--- config.mk ---
export PLATFORM = sky130hd
export DESIGN_NAME = relay_mode_controller
export DESIGN_NICKNAME = d
export VERILOG_FILES = /design/src/rtl/core/rmc_pkg.sv /design/src/rtl/core/relay_mode_controller.sv
export SDC_FILE = /design/constraint.sdc
export NUM_CORES = 1
export LEC_CHECK = 0
export BUFFER_PORTS_ARGS = -buffer_cell sky130_fd_sc_hd__buf_4
export CORE_ASPECT_RATIO = 0.5
export CORE_MARGIN = 2
export CORE_UTILIZATION = 35
export CTS_CLUSTER_DIAMETER = 120
export DETAILED_ROUTE_END_ITERATION = 12
export SLEW_MARGIN = 30
export SYNTH_ARGS = -nofsm -noshare
export SYNTH_HDL_FRONTEND = slang
export SYNTH_SLANG_ARGS = --single-unit
--- constraint.sdc ---
create_clock -name clk -period 18 [get_ports clk]
set_input_delay 5.4 -clock clk [delete_from_list [all_inputs] [get_ports clk]]
set_output_delay 5.4 -clock clk [all_outputs]
set_load 0.02 [all_outputs]
--- src/rtl/core/rmc_pkg.sv ---
// ----------------------------------------------------------------------------
// Relay mode controller package
// Types, register indexes and constants shared by the relay controller files.
// ----------------------------------------------------------------------------
`timescale 1ns / 1ps

package rmc_pkg;

  localparam int unsigned CfgDataWidth = 24;
  localparam int unsigned CfgIndexWidth = 3;

  localparam logic [10:0] MINUTES_PER_DAY = 11'd1440;
  localparam logic [31:0] MS_PER_MINUTE = 32'd60000;

  typedef logic signed [23:0] reading_t;
  typedef logic [15:0] ms_delta_t;
  typedef logic [10:0] minute_t;
  typedef logic [15:0] minutes_len_t;
  typedef logic [31:0] ms_count_t;
  typedef logic [CfgDataWidth-1:0] cfg_data_t;

  typedef enum logic [1:0] {
    MODE_FORCED,
    MODE_HYSTERESIS,
    MODE_CYCLIC,
    MODE_SCHEDULED
  } mode_t;

  typedef enum logic [CfgIndexWidth-1:0] {
    CFG_RELAY_MODE,
    CFG_MANUAL_TARGET,
    CFG_ON_THRESHOLD,
    CFG_OFF_THRESHOLD,
    CFG_CYCLIC_ON,
    CFG_CYCLIC_OFF,
    CFG_WINDOW_START,
    CFG_WINDOW_LENGTH
  } cfg_index_t;

  // Register reset values.
  localparam reading_t ON_THRESHOLD_RESET = 24'sd100000;
  localparam reading_t OFF_THRESHOLD_RESET = 24'sd80000;
  localparam ms_count_t CYCLIC_ON_MS_RESET = 32'd1800000;
  localparam ms_count_t CYCLIC_OFF_MS_RESET = 32'd600000;
  localparam minute_t WINDOW_START_RESET = 11'd1320;
  localparam minutes_len_t WINDOW_LENGTH_RESET = 16'd30;

  // Fold a minute value into one day; inputs never exceed two days.
  function automatic minute_t wrap_day(input minute_t m);
    wrap_day = (m >= MINUTES_PER_DAY) ? m - MINUTES_PER_DAY : m;
  endfunction

endpackage

--- src/rtl/core/relay_mode_controller.sv ---
// ----------------------------------------------------------------------------
// Relay mode controller
// Drives one relay from evaluation ticks in manual, auto, cyclic or
// scheduled mode. Input channel: one tick per transaction (elapsed_ms,
// sensor reading and valid, minute of day and valid). Output channel: one
// transaction per tick with relay_on, state_changed and report_event.
// Configuration: cfg_write with cfg_index and cfg_data, taken at the edge.
// Timing: the accepting edge captures the tick in an input register, the
// next evaluates it into the result register and raises out_valid.
// Throughput is one tick per clock while the receiver does not stall; the
// relay, phase and timer state feed straight back into the evaluation
// logic, so ticks follow back to back.
// A stalled receiver holds the result register; the input register then
// keeps one more tick, and in_ready drops only when both are full.
// Reset empties both stages, clears relay and phase state and loads the
// register defaults.
// ----------------------------------------------------------------------------
`timescale 1ns / 1ps

module relay_mode_controller (
  input  logic                                 clk,
  input  logic                                 rst,
  // Input channel
  input  logic                                 in_valid,
  output logic                                 in_ready,
  input  rmc_pkg::ms_delta_t                   elapsed_ms,
  input  rmc_pkg::reading_t                    sensor_value,
  input  logic                                 sensor_valid,
  input  rmc_pkg::minute_t                     minute_of_day,
  input  logic                                 clock_valid,
  // Output channel
  output logic                                 out_valid,
  input  logic                                 out_ready,
  output logic                                 relay_on,
  output logic                                 state_changed,
  output logic                                 report_event,
  // Configuration port
  input  logic                                 cfg_write,
  input  logic [rmc_pkg::CfgIndexWidth-1:0]    cfg_index,
  input  rmc_pkg::cfg_data_t                   cfg_data
);

  import rmc_pkg::*;

  // Configuration registers. Cyclic lengths are kept in milliseconds, the
  // product being taken once when the register is written.
  mode_t        relay_mode;
  logic         manual_target;
  reading_t     on_threshold;
  reading_t     off_threshold;
  ms_count_t    cyclic_on_ms;
  ms_count_t    cyclic_off_ms;
  minute_t      window_start;
  minutes_len_t window_length;

  // Controller state
  logic         relay_state;
  logic         phase_is_on;
  ms_count_t    phase_elapsed;

  // Input register
  logic         tick_valid;
  ms_delta_t    tick_elapsed;
  reading_t     tick_value;
  logic         tick_sensor_ok;
  minute_t      tick_minute;
  logic         tick_clock_ok;

  // Evaluation results
  logic         relay_state_next;
  logic         phase_is_on_next;
  ms_count_t    phase_elapsed_next;
  logic         event_next;
  logic         changed_next;

  logic [32:0]  elapsed_sum;
  ms_count_t    elapsed_sat;
  ms_count_t    phase_len;
  minute_t      now_minute;
  logic [11:0]  window_diff;
  minute_t      window_offset;

  logic         out_free;
  logic         tick_move;
  logic         in_take;

  // Result register moves when empty or taken; the input register drains
  // into it in the same cycle.
  assign out_free  = !out_valid || out_ready;
  assign tick_move = tick_valid && out_free;
  assign in_ready  = !tick_valid || out_free;
  assign in_take   = in_valid && in_ready;

  // Capture the tick.
  always_ff @(posedge clk) begin
    if (rst) begin
      tick_valid <= 1'b0;
    end else if (in_ready) begin
      tick_valid <= in_valid;
    end
  end

  always_ff @(posedge clk) begin
    if (in_take) begin
      tick_elapsed   <= elapsed_ms;
      tick_value     <= sensor_value;
      tick_sensor_ok <= sensor_valid;
      tick_minute    <= minute_of_day;
      tick_clock_ok  <= clock_valid;
    end
  end

  // Evaluate one tick against the current state.
  always_comb begin
    // Advance the phase timer in every mode, saturating at all ones.
    elapsed_sum   = {1'b0, phase_elapsed} + {17'd0, tick_elapsed};
    elapsed_sat   = elapsed_sum[32] ? '1 : elapsed_sum[31:0];
    phase_len     = phase_is_on ? cyclic_on_ms : cyclic_off_ms;

    // Minutes since the window opened, modulo one day.
    now_minute    = wrap_day(tick_minute);
    window_diff   = {1'b0, now_minute} - {1'b0, window_start};
    window_offset = window_diff[11] ? window_diff[10:0] + MINUTES_PER_DAY
                                    : window_diff[10:0];

    relay_state_next   = relay_state;
    phase_is_on_next   = phase_is_on;
    phase_elapsed_next = elapsed_sat;
    event_next         = 1'b0;

    unique case (relay_mode)
      MODE_FORCED: begin
        relay_state_next = manual_target;
      end
      MODE_HYSTERESIS: begin
        // Hysteresis; hold on an invalid reading.
        if (tick_sensor_ok) begin
          if (!relay_state && (tick_value >= on_threshold)) begin
            relay_state_next = 1'b1;
            event_next       = 1'b1;
          end else if (relay_state && (tick_value <= off_threshold)) begin
            relay_state_next = 1'b0;
            event_next       = 1'b1;
          end
        end
      end
      MODE_CYCLIC: begin
        // Flip the phase once its length is reached and restart the timer.
        if (elapsed_sat >= phase_len) begin
          phase_is_on_next   = !phase_is_on;
          phase_elapsed_next = '0;
          event_next         = 1'b1;
        end
        relay_state_next = phase_is_on_next;
      end
      MODE_SCHEDULED: begin
        // Hold while the wall clock is not synchronized.
        if (tick_clock_ok) begin
          relay_state_next = ({5'd0, window_offset} < window_length);
        end
      end
      default: begin
        relay_state_next = relay_state;
      end
    endcase

    changed_next = relay_state_next != relay_state;
    if (changed_next) begin
      event_next = 1'b1;
    end
  end

  // Configuration writes and state updates. The user must write only while idle, so
  // a restart of the cyclic phase never meets a tick in the same cycle; the block itself does not enforce this.
  always_ff @(posedge clk) begin
    if (rst) begin
      relay_mode    <= MODE_FORCED;
      manual_target <= 1'b0;
      on_threshold  <= ON_THRESHOLD_RESET;
      off_threshold <= OFF_THRESHOLD_RESET;
      cyclic_on_ms  <= CYCLIC_ON_MS_RESET;
      cyclic_off_ms <= CYCLIC_OFF_MS_RESET;
      window_start  <= WINDOW_START_RESET;
      window_length <= WINDOW_LENGTH_RESET;
      relay_state   <= 1'b0;
      phase_is_on   <= 1'b0;
      phase_elapsed <= '0;
    end else if (cfg_write) begin
      unique case (cfg_index_t'(cfg_index))
        CFG_RELAY_MODE: begin
          relay_mode <= mode_t'(cfg_data[1:0]);
          if (mode_t'(cfg_data[1:0]) == MODE_CYCLIC) begin
            phase_is_on   <= 1'b1;
            phase_elapsed <= '0;
          end
        end
        CFG_MANUAL_TARGET: manual_target <= cfg_data[0];
        CFG_ON_THRESHOLD:  on_threshold  <= reading_t'(cfg_data[23:0]);
        CFG_OFF_THRESHOLD: off_threshold <= reading_t'(cfg_data[23:0]);
        CFG_CYCLIC_ON:     cyclic_on_ms  <= {16'd0, cfg_data[15:0]} * MS_PER_MINUTE;
        CFG_CYCLIC_OFF:    cyclic_off_ms <= {16'd0, cfg_data[15:0]} * MS_PER_MINUTE;
        CFG_WINDOW_START:  window_start  <= wrap_day(cfg_data[10:0]);
        CFG_WINDOW_LENGTH: window_length <= cfg_data[15:0];
        default: begin
          relay_mode <= relay_mode;
        end
      endcase
    end else if (tick_move) begin
      relay_state   <= relay_state_next;
      phase_is_on   <= phase_is_on_next;
      phase_elapsed <= phase_elapsed_next;
    end
  end

  // Result register: hold while the receiver stalls.
  always_ff @(posedge clk) begin
    if (rst) begin
      out_valid <= 1'b0;
    end else if (out_free) begin
      out_valid <= tick_valid;
    end
  end

  always_ff @(posedge clk) begin
    if (tick_move) begin
      relay_on      <= relay_state_next;
      state_changed <= changed_next;
      report_event  <= event_next;
    end
  end

endmodule

Word-level counts from Yosys, hierarchy flattened:

Cells that the tools add are included.

* latch bits: 0
* bits in writable memories: 0
* output and inout port bits: 5
* register bits: 224
* memories kept: 0
* logic and storage cells: 100
* bits in read-only memories: 0

* bitwise gates (word level): 1
* multiplexer cells: 27
* multiply operators: 1
* shift-type cells: 0
* equality and inequality tests: 14
* div/mod/pow operators: 0
* reductions and logical operators: 25
* add/sub/neg operators: 5
* order comparisons: 6

Operators by type and width (count)
* 32-bit two-way mux: 8
* 32-bit by 16-bit adder with 33-bit output: 1
* 11-bit two-way mux: 3
* 32-bit >= comparator: 1
* 16-bit by 11-bit multiplier with 27-bit output (second input constant): 1
* 24-bit >= comparator: 1
* 24-bit <= comparator: 1
* 11-bit >= comparator (second input constant): 2
* 11-bit subtractor (second input constant): 2
* 2-bit AND reduction: 9
* 11-bit by 16-bit less-than comparator with 1-bit output: 1
* 1-bit two-way mux: 14
* 3-bit equality test (second input constant): 4
* 11-bit by 11-bit subtractor with 12-bit output: 1
* 11-bit adder (second input constant): 1
* 2-bit equality test (second input constant): 3
* 3-bit by 2-bit equality test with 1-bit output (second input constant): 2
* 1-bit logical AND: 4
* 1-bit logical NOT: 4
* 2-bit by 1-bit inequality test with 1-bit output (second input constant): 2
* 1-bit case mux with 4 select lines: 1
* 4-bit AND reduction: 1
* 2-bit nonzero test: 2
* 3-bit by 1-bit equality test with 1-bit output (second input constant): 1
* other kinds (8): 9

Longest topological paths before layout:

Gate-level depths: netlist of run 1.

* depth in word-level cells: 9
* depth in mapped cells: 24
* gate-level depth less buffers: 24

Worst setup path after synthesis of run 1:

Ideal clock, no wire load.

* kind: input to output
* start: in out_ready
* end: out in_ready
* data required time: 12.600 ns
* stages: 2
* path slack: 6.830 ns
* buffers on the path: 0
* arrival: 5.770 ns
* path through: nor2b_1 -> nand2_1

* longest elaborated chain between the ends: 2

Ends and longest elaborated chain
* from (decl): RTL line relay_mode_controller.sv:33 `input logic out_ready,`
* 1-bit logical OR: RTL line relay_mode_controller.sv:89 `assign out_free = !out_valid || out_ready;`
* 1-bit logical OR: RTL line relay_mode_controller.sv:91 `assign in_ready = !tick_valid || out_free;`
* to (decl): RTL line relay_mode_controller.sv:25 `output logic in_ready,`

No other way between the ends.

Worst setup path after layout of run 1:

Ends and elaborated chain as after synthesis.

==> results of run 1 <==
-- cell families (layout without fill, tap and decap cells) --
logic type | after synthesis | in the layout
and+or+nand+nor | 535 | 535
AOI/OAI and AO/OA | 405 | 405
adders and majority gates | 266 | 266
DFF | 224 | 224
buffers and inverters | 203 | 286
xor gates and xnor gates | 63 | 63
muxes | 34 | 34
-- per-layer routing --
metal	routed length (µm)	track usage	vias up
li1	-	-	6220
met1	19600	0.244	5742
met2	16500	0.257	188
met3	1460	0.0247	37
met4	414	0.0229	0
met5	0	0	-
-- cell usage after synthesis, types with 4 or more instances --
cell	number	area, µm²
and2_1	6	37.5
and3_1	11	68.8
nor2_1	86	323
a311oi_1	5	43.8
nand2b_1	11	68.8
xnor2_1	33	289
a21boi_0	4	30.0
a21o_1	19	143
a21oi_1	167	836
dfxtp_1	168	3360
xor2_1	30	263
inv_1	142	533
o211ai_1	36	270
o21a_1	16	120
nor3_1	25	125
or3_1	5	31.3
o21bai_1	8	60.1
fa_1	63	1260
clkbuf_1	52	195
a31oi_1	16	100
mux2i_1	29	290
ha_1	203	2540
nand4_1	22	138
mux2_2	5	56.3
edfxtp_1	56	1680
o31ai_1	8	60.1
a31o_2	4	35.0
or2_2	6	37.5
nor2b_1	19	119
nand2_1	271	1020
o2111ai_1	7	61.3
o21ai_0	52	260
nor4_1	8	50.1
a22oi_1	18	135
nand3b_1	5	37.5
nand3_1	45	225
a211oi_1	16	120
-- worst max path at each step --
stage	start	end	cells past startpoint
floorplan	out_ready	in_ready	2
finish	out_ready	in_ready	4
CTS	out_ready	in_ready	4
global placement	out_ready	in_ready	4
detailed placement	out_ready	in_ready	4
global route	out_ready	in_ready	4
-- report_power, final --
group / internal [mW] / switching (mW)
registers: 0.543 / 0.0139
logic: 0.331 / 0.471
clock network: 0.261 / 0.206
total: 1.14 / 0.691
-- state kept, by name, indices dropped and copies added, names as in the netlist, 2 cells and up --
signal and flops:
off_threshold 24, relay_mode 2, tick_elapsed 16, window_start 11, on_threshold 24, phase_elapsed 32, cyclic_on_ms 27, tick_value 24
cyclic_off_ms 27, tick_minute 11, window_length 16
-- through the flow --
| stage | area [µm²] | hold slack [ns] | std cells | util | total power, mW |
|---|---|---|---|---|---|
| after floorplan | 15500 | 0.432 | 1730 | - | 1.17 |
| after global routing | 17500 | 0.467 | 2401 | 0.401 | 1.97 |
| after detailed placement | 16800 | 0.445 | 2360 | 0.385 | 1.36 |
| after CTS | 17500 | 0.453 | 2401 | 0.401 | 1.84 |
| after global placement | 16800 | 0.442 | 2360 | 0.385 | 1.36 |
| final | 17500 | 0.452 | 2401 | 0.401 | 1.83 |
-- cell type report --
cell class	count	area [µm²]	area share
Clock buffer	30	632	0.0361
Tap cell	588	736	0.0420
Multi-Input combinational cell	1303	9720	0.555
Timing Repair Buffer	102	766	0.0437
Sequential cell	224	5040	0.288
Clock inverter	11	80.1	0.00457
Inverter	143	537	0.0306
-- critical path, stage by stage --
cell,delay (ns)
buf_4,0.11
nor2b_1,0.21
nand2_1,0.10
buf_4,0.16
-- placed cells by master (no fill, tap or decap), drive strengths merged, types with 9 or more instances in the layout --
| master | count |
|---|---|
| a21o | 19 |
| a211oi | 16 |
| buf | 102 |
| xor2 | 30 |
| xnor2 | 33 |
| nand2b | 11 |
| nand4 | 23 |
| o21ai | 53 |
| o21bai | 9 |
| edfxtp | 56 |
| dfxtp | 168 |
| clkbuf | 30 |
| inv | 144 |
| ha | 203 |
| nor2b | 19 |
| o21a | 16 |
| and3 | 11 |
| a21oi | 167 |
| nand2 | 271 |
| mux2i | 29 |
| clkinv | 9 |
| nor3 | 25 |
| a31oi | 16 |
| o211ai | 36 |
| fa | 63 |
| a22oi | 18 |
| nor2 | 87 |
| nand3 | 45 |
==> impl_metrics.ini, run 1 <==
[grt]
antenna_found_initial = 0
grt_max_degree = 59
overflow = 0
grt.total_usage = 0.164
grt_pass1_vias = 11600
grt_pass1_wl_um = 61800

[floorplan]
initial_core_util = 0.356
rows = 54
die_h_um = 153
die_x_um = 302
core-area_mm2 = 0.0436
die_area_mm2 = 0.0461
io_pins = 90

[clocking]
htree_levels = 1
clk_latency_ns = 0.53
post_cts_buffers = 0
cts_tree = done
cts_made_buffers = 23
clk_pin_slew_ns = 0.06
cts_buffer_depth = 3
cts_sinks = 224
cts-hold-fix-buffers = 0
cts_root_buf = clkbuf_16
ctsResizeCount = 0

[worst_hold_path]
min_from = window_start[6]
hold_depth = 2
hold_end = window_start[6]
worstHoldPathType = reg2reg

[timing]
layout_min_cycle_time_ns = 11.38
maxSlewViolCount = 0
setup_viol = 0
worst_clock_skew_ns = 0.0162
final-hold-violation-count = 0
tightest_slew_ns = 0.918
fmax_mhz = 87.9
setup-tns-final_ns = 0
relSlewSlack = 0.386
fin_ws_ns = 6.62
fin_crit_sh = 0.632
rsz0062_at_grt = no

[yosys]
seq_area_frac_synth = 0.325
synth.area.mux_share = 0.0223
ys_seq_elements = 224
synth-compound-area-share = 0.166
syn_nets = 2081
async_flop_share = 0
synthFlopType = dfxtp_1
yosys.area_share.xor_xnor = 0.0356
synth_adder_area_share = 0.245
synth-simple-area-share = 0.156
synth_edf_count = 56
synth_top_family_by_area = adder cells
synthesis.instances = 1730
syn_area_per_cell_um2 = 8.97
synth_cell_type_count = 73
mappedNetlistArea_mm2 = 0.0155
yosysWarningCount = 0

[critical_path]
cp_max_fo = 4
r2r_start = tick_elapsed[0]
reg2regPathDepth = 19
end_kind = output pin
worstSetupPathType = in2out
reg2reg_setup_slack_ns = 12.02
critPathRequiredTime_ns = 12.60
crit_arrival_ns = 5.98
startpoint_type = input port
rr_endpoint = report_event

[detailed_routing]
vias = 12200
detail-route-antenna-nets = 0
drt-wirelength-per-cell_um = 15.8
viasPerCell = 5.08
drt_iter0_drc = 754
routed_wl_um = 37900
dr.pass1.iters = 5
drc = 0

[placement]
io_buffers = 89
dp_slack_ns = 6.61
routabilityCongestion = 0.871
dp_hpwl_um = 27800

[outcome]
run_status = completed

[layout]
n_fill_cell = 4385
antenna_cells = 0
area_growth_pct = 12.9
layout-drive-gt1-share = 0.0932
nets = 2148

[power_and_ir_drop]
cellPowerDensity_mw_per_mm2 = 104
irDropWorstVdd_v = 0.0000705
p_leak_nw = 7.31

[job]
cap_violations = 0
No activity file was read; power rests on OpenSTA's default activity.
==> run 2: changes to the inputs <==
- clock period: 18 -> 9.9 ns (I/O delays scaled with it)
==> impl_metrics.ini, run 2 (synthesis gave the netlist of run 1 again) <==
[placement]
dp_slack_ns = 1.58
io_buffers = 89
routabilityCongestion = 0.866
dp_hpwl_um = 28100
dpl-instance-area_mm2 = 0.0168

[timing]
rsz0062_at_grt = no
final-hold-violation-count = 0
relSlewSlack = 0.391
worst_clock_skew_ns = 0.00999
fin_ws_ns = 2.15
setup-tns-final_ns = 0
fmax_mhz = 129
timing.hold.ws_ns = 0.453
tightest_slew_ns = 0.913
layout_min_cycle_time_ns = 7.75
fin_crit_sh = 0.782
maxSlewViolCount = 0
setup_viol = 0

[grt]
grt_pass1_vias = 11600
antenna_found_initial = 0
grt.total_usage = 0.166
grt_max_degree = 80
overflow = 0
grt_pass1_wl_um = 62400

[power_and_ir_drop]
p_leak_nw = 7.35
irDropWorstVdd_v = 0.000130
cellPowerDensity_mw_per_mm2 = 195

[layout]
reg.largest.list = phase_elapsed: 32 flops, cyclic_off_ms: 27 flops, cyclic_on_ms: 27 flops
antenna_cells = 0
largest_register_ffs = 32
area_growth_pct = 13.6
final_cell_mix = nand2_1, ha_1, dfxtp_1
regMostFlops = phase_elapsed
final_common_cell = nand2_1
stdcell_area_mm2 = 0.0176
layout-drive-gt1-share = 0.0949
nets = 2147
final_util = 0.404

[critical_path]
crit_arrival_ns = 8.12
startpoint_type = input port
worstSetupPathType = in2reg
end_kind = register
cp_max_fo = 11
critPathRequiredTime_ns = 10.28

[detailed_routing]
drc = 0
drt-wirelength-per-cell_um = 15.9
drt_iter0_drc = 690
dr.pass1.iters = 5
vias = 12100
detail-route-antenna-nets = 0
viasPerCell = 5.06
routed_wl_um = 38100

[job]
cap_violations = 0

[clocking]
cts_tree = done
htree_levels = 1
cts_root_buf = clkbuf_16
cts_made_buffers = 23
cts_buffer_depth = 3
cts_sinks = 224
clk_pin_slew_ns = 0.06
cts-hold-fix-buffers = 0
clk_latency_ns = 0.53
post_cts_buffers = 0
ctsResizeCount = 0

[outcome]
run_status = completed

[floorplan]
initial_core_util = 0.356
core-area_mm2 = 0.0436
die_area_mm2 = 0.0461
io_pins = 90
rows = 54
die_h_um = 153
die_x_um = 302

[worst_hold_path]
worstHoldPathType = reg2reg
## run 2: worst paths after layout
kind | from | to | slack, ns | cells past startpoint
worst min register to register | cyclic_on_ms[23] | cyclic_on_ms[23] | 0.45 | 2
worst max-delay path | cfg_data[5] | cyclic_off_ms[31] | 2.15 | 16
worst max register to register | tick_elapsed[0] | report_event | 4.00 | 19
worst min-delay path | cyclic_on_ms[23] | cyclic_on_ms[23] | 0.45 | 2
## run 2: metrics by stage
step	cells	total power [mW]
2_1_floorplan	1730	2.12
5_1_grt	2401	3.70
4_1_cts	2401	3.45
6_report	2401	3.43
3_5_place_dp	2359	2.48
3_3_place_gp	2359	2.47
## run 2: critical path, cell delays in order
cell and delay [ns]:
buf_4 0.17, fa_1 0.57, fa_1 0.45, fa_1 0.50, fa_1 0.52, fa_1 0.49, ha_1 0.38, a21o_1 0.20
a21o_1 0.16, a2111oi_0 0.37, o21ai_0 0.14, or2_2 0.33, a311oi_1 0.40, o31ai_1 0.15, xnor2_1 0.22, a211oi_1 0.09
## run 2: power by group
group	switching, mW	total [mW]	leakage (nW)	internal (mW)
registers	0.0251	1.01	1.91	0.988
clock network	0.388	0.952	0.409	0.564
logic	0.866	1.47	5.04	0.604
total	1.28	3.43	7.35	2.16
## run 2: final cells by class
class | count | area (µm²)
well taps | 588 | 736
clock inverters | 7 | 70.1
fillers | 4439 | 26000
inverters | 143 | 537
flip-flops and latches | 224 | 5040
clock buffers | 35 | 767
repair buffers | 101 | 758
multi-input cells | 1303 | 9720
## run 2: routing by layer
metal  GRT usage  wire length, µm  vias to the layer above
li1            -                -                     6214
met1       0.255            19700                     5693
met2       0.252            16300                      205
met3      0.0219             1610                       30
met4      0.0210              440                        0
met5           0                0                        -
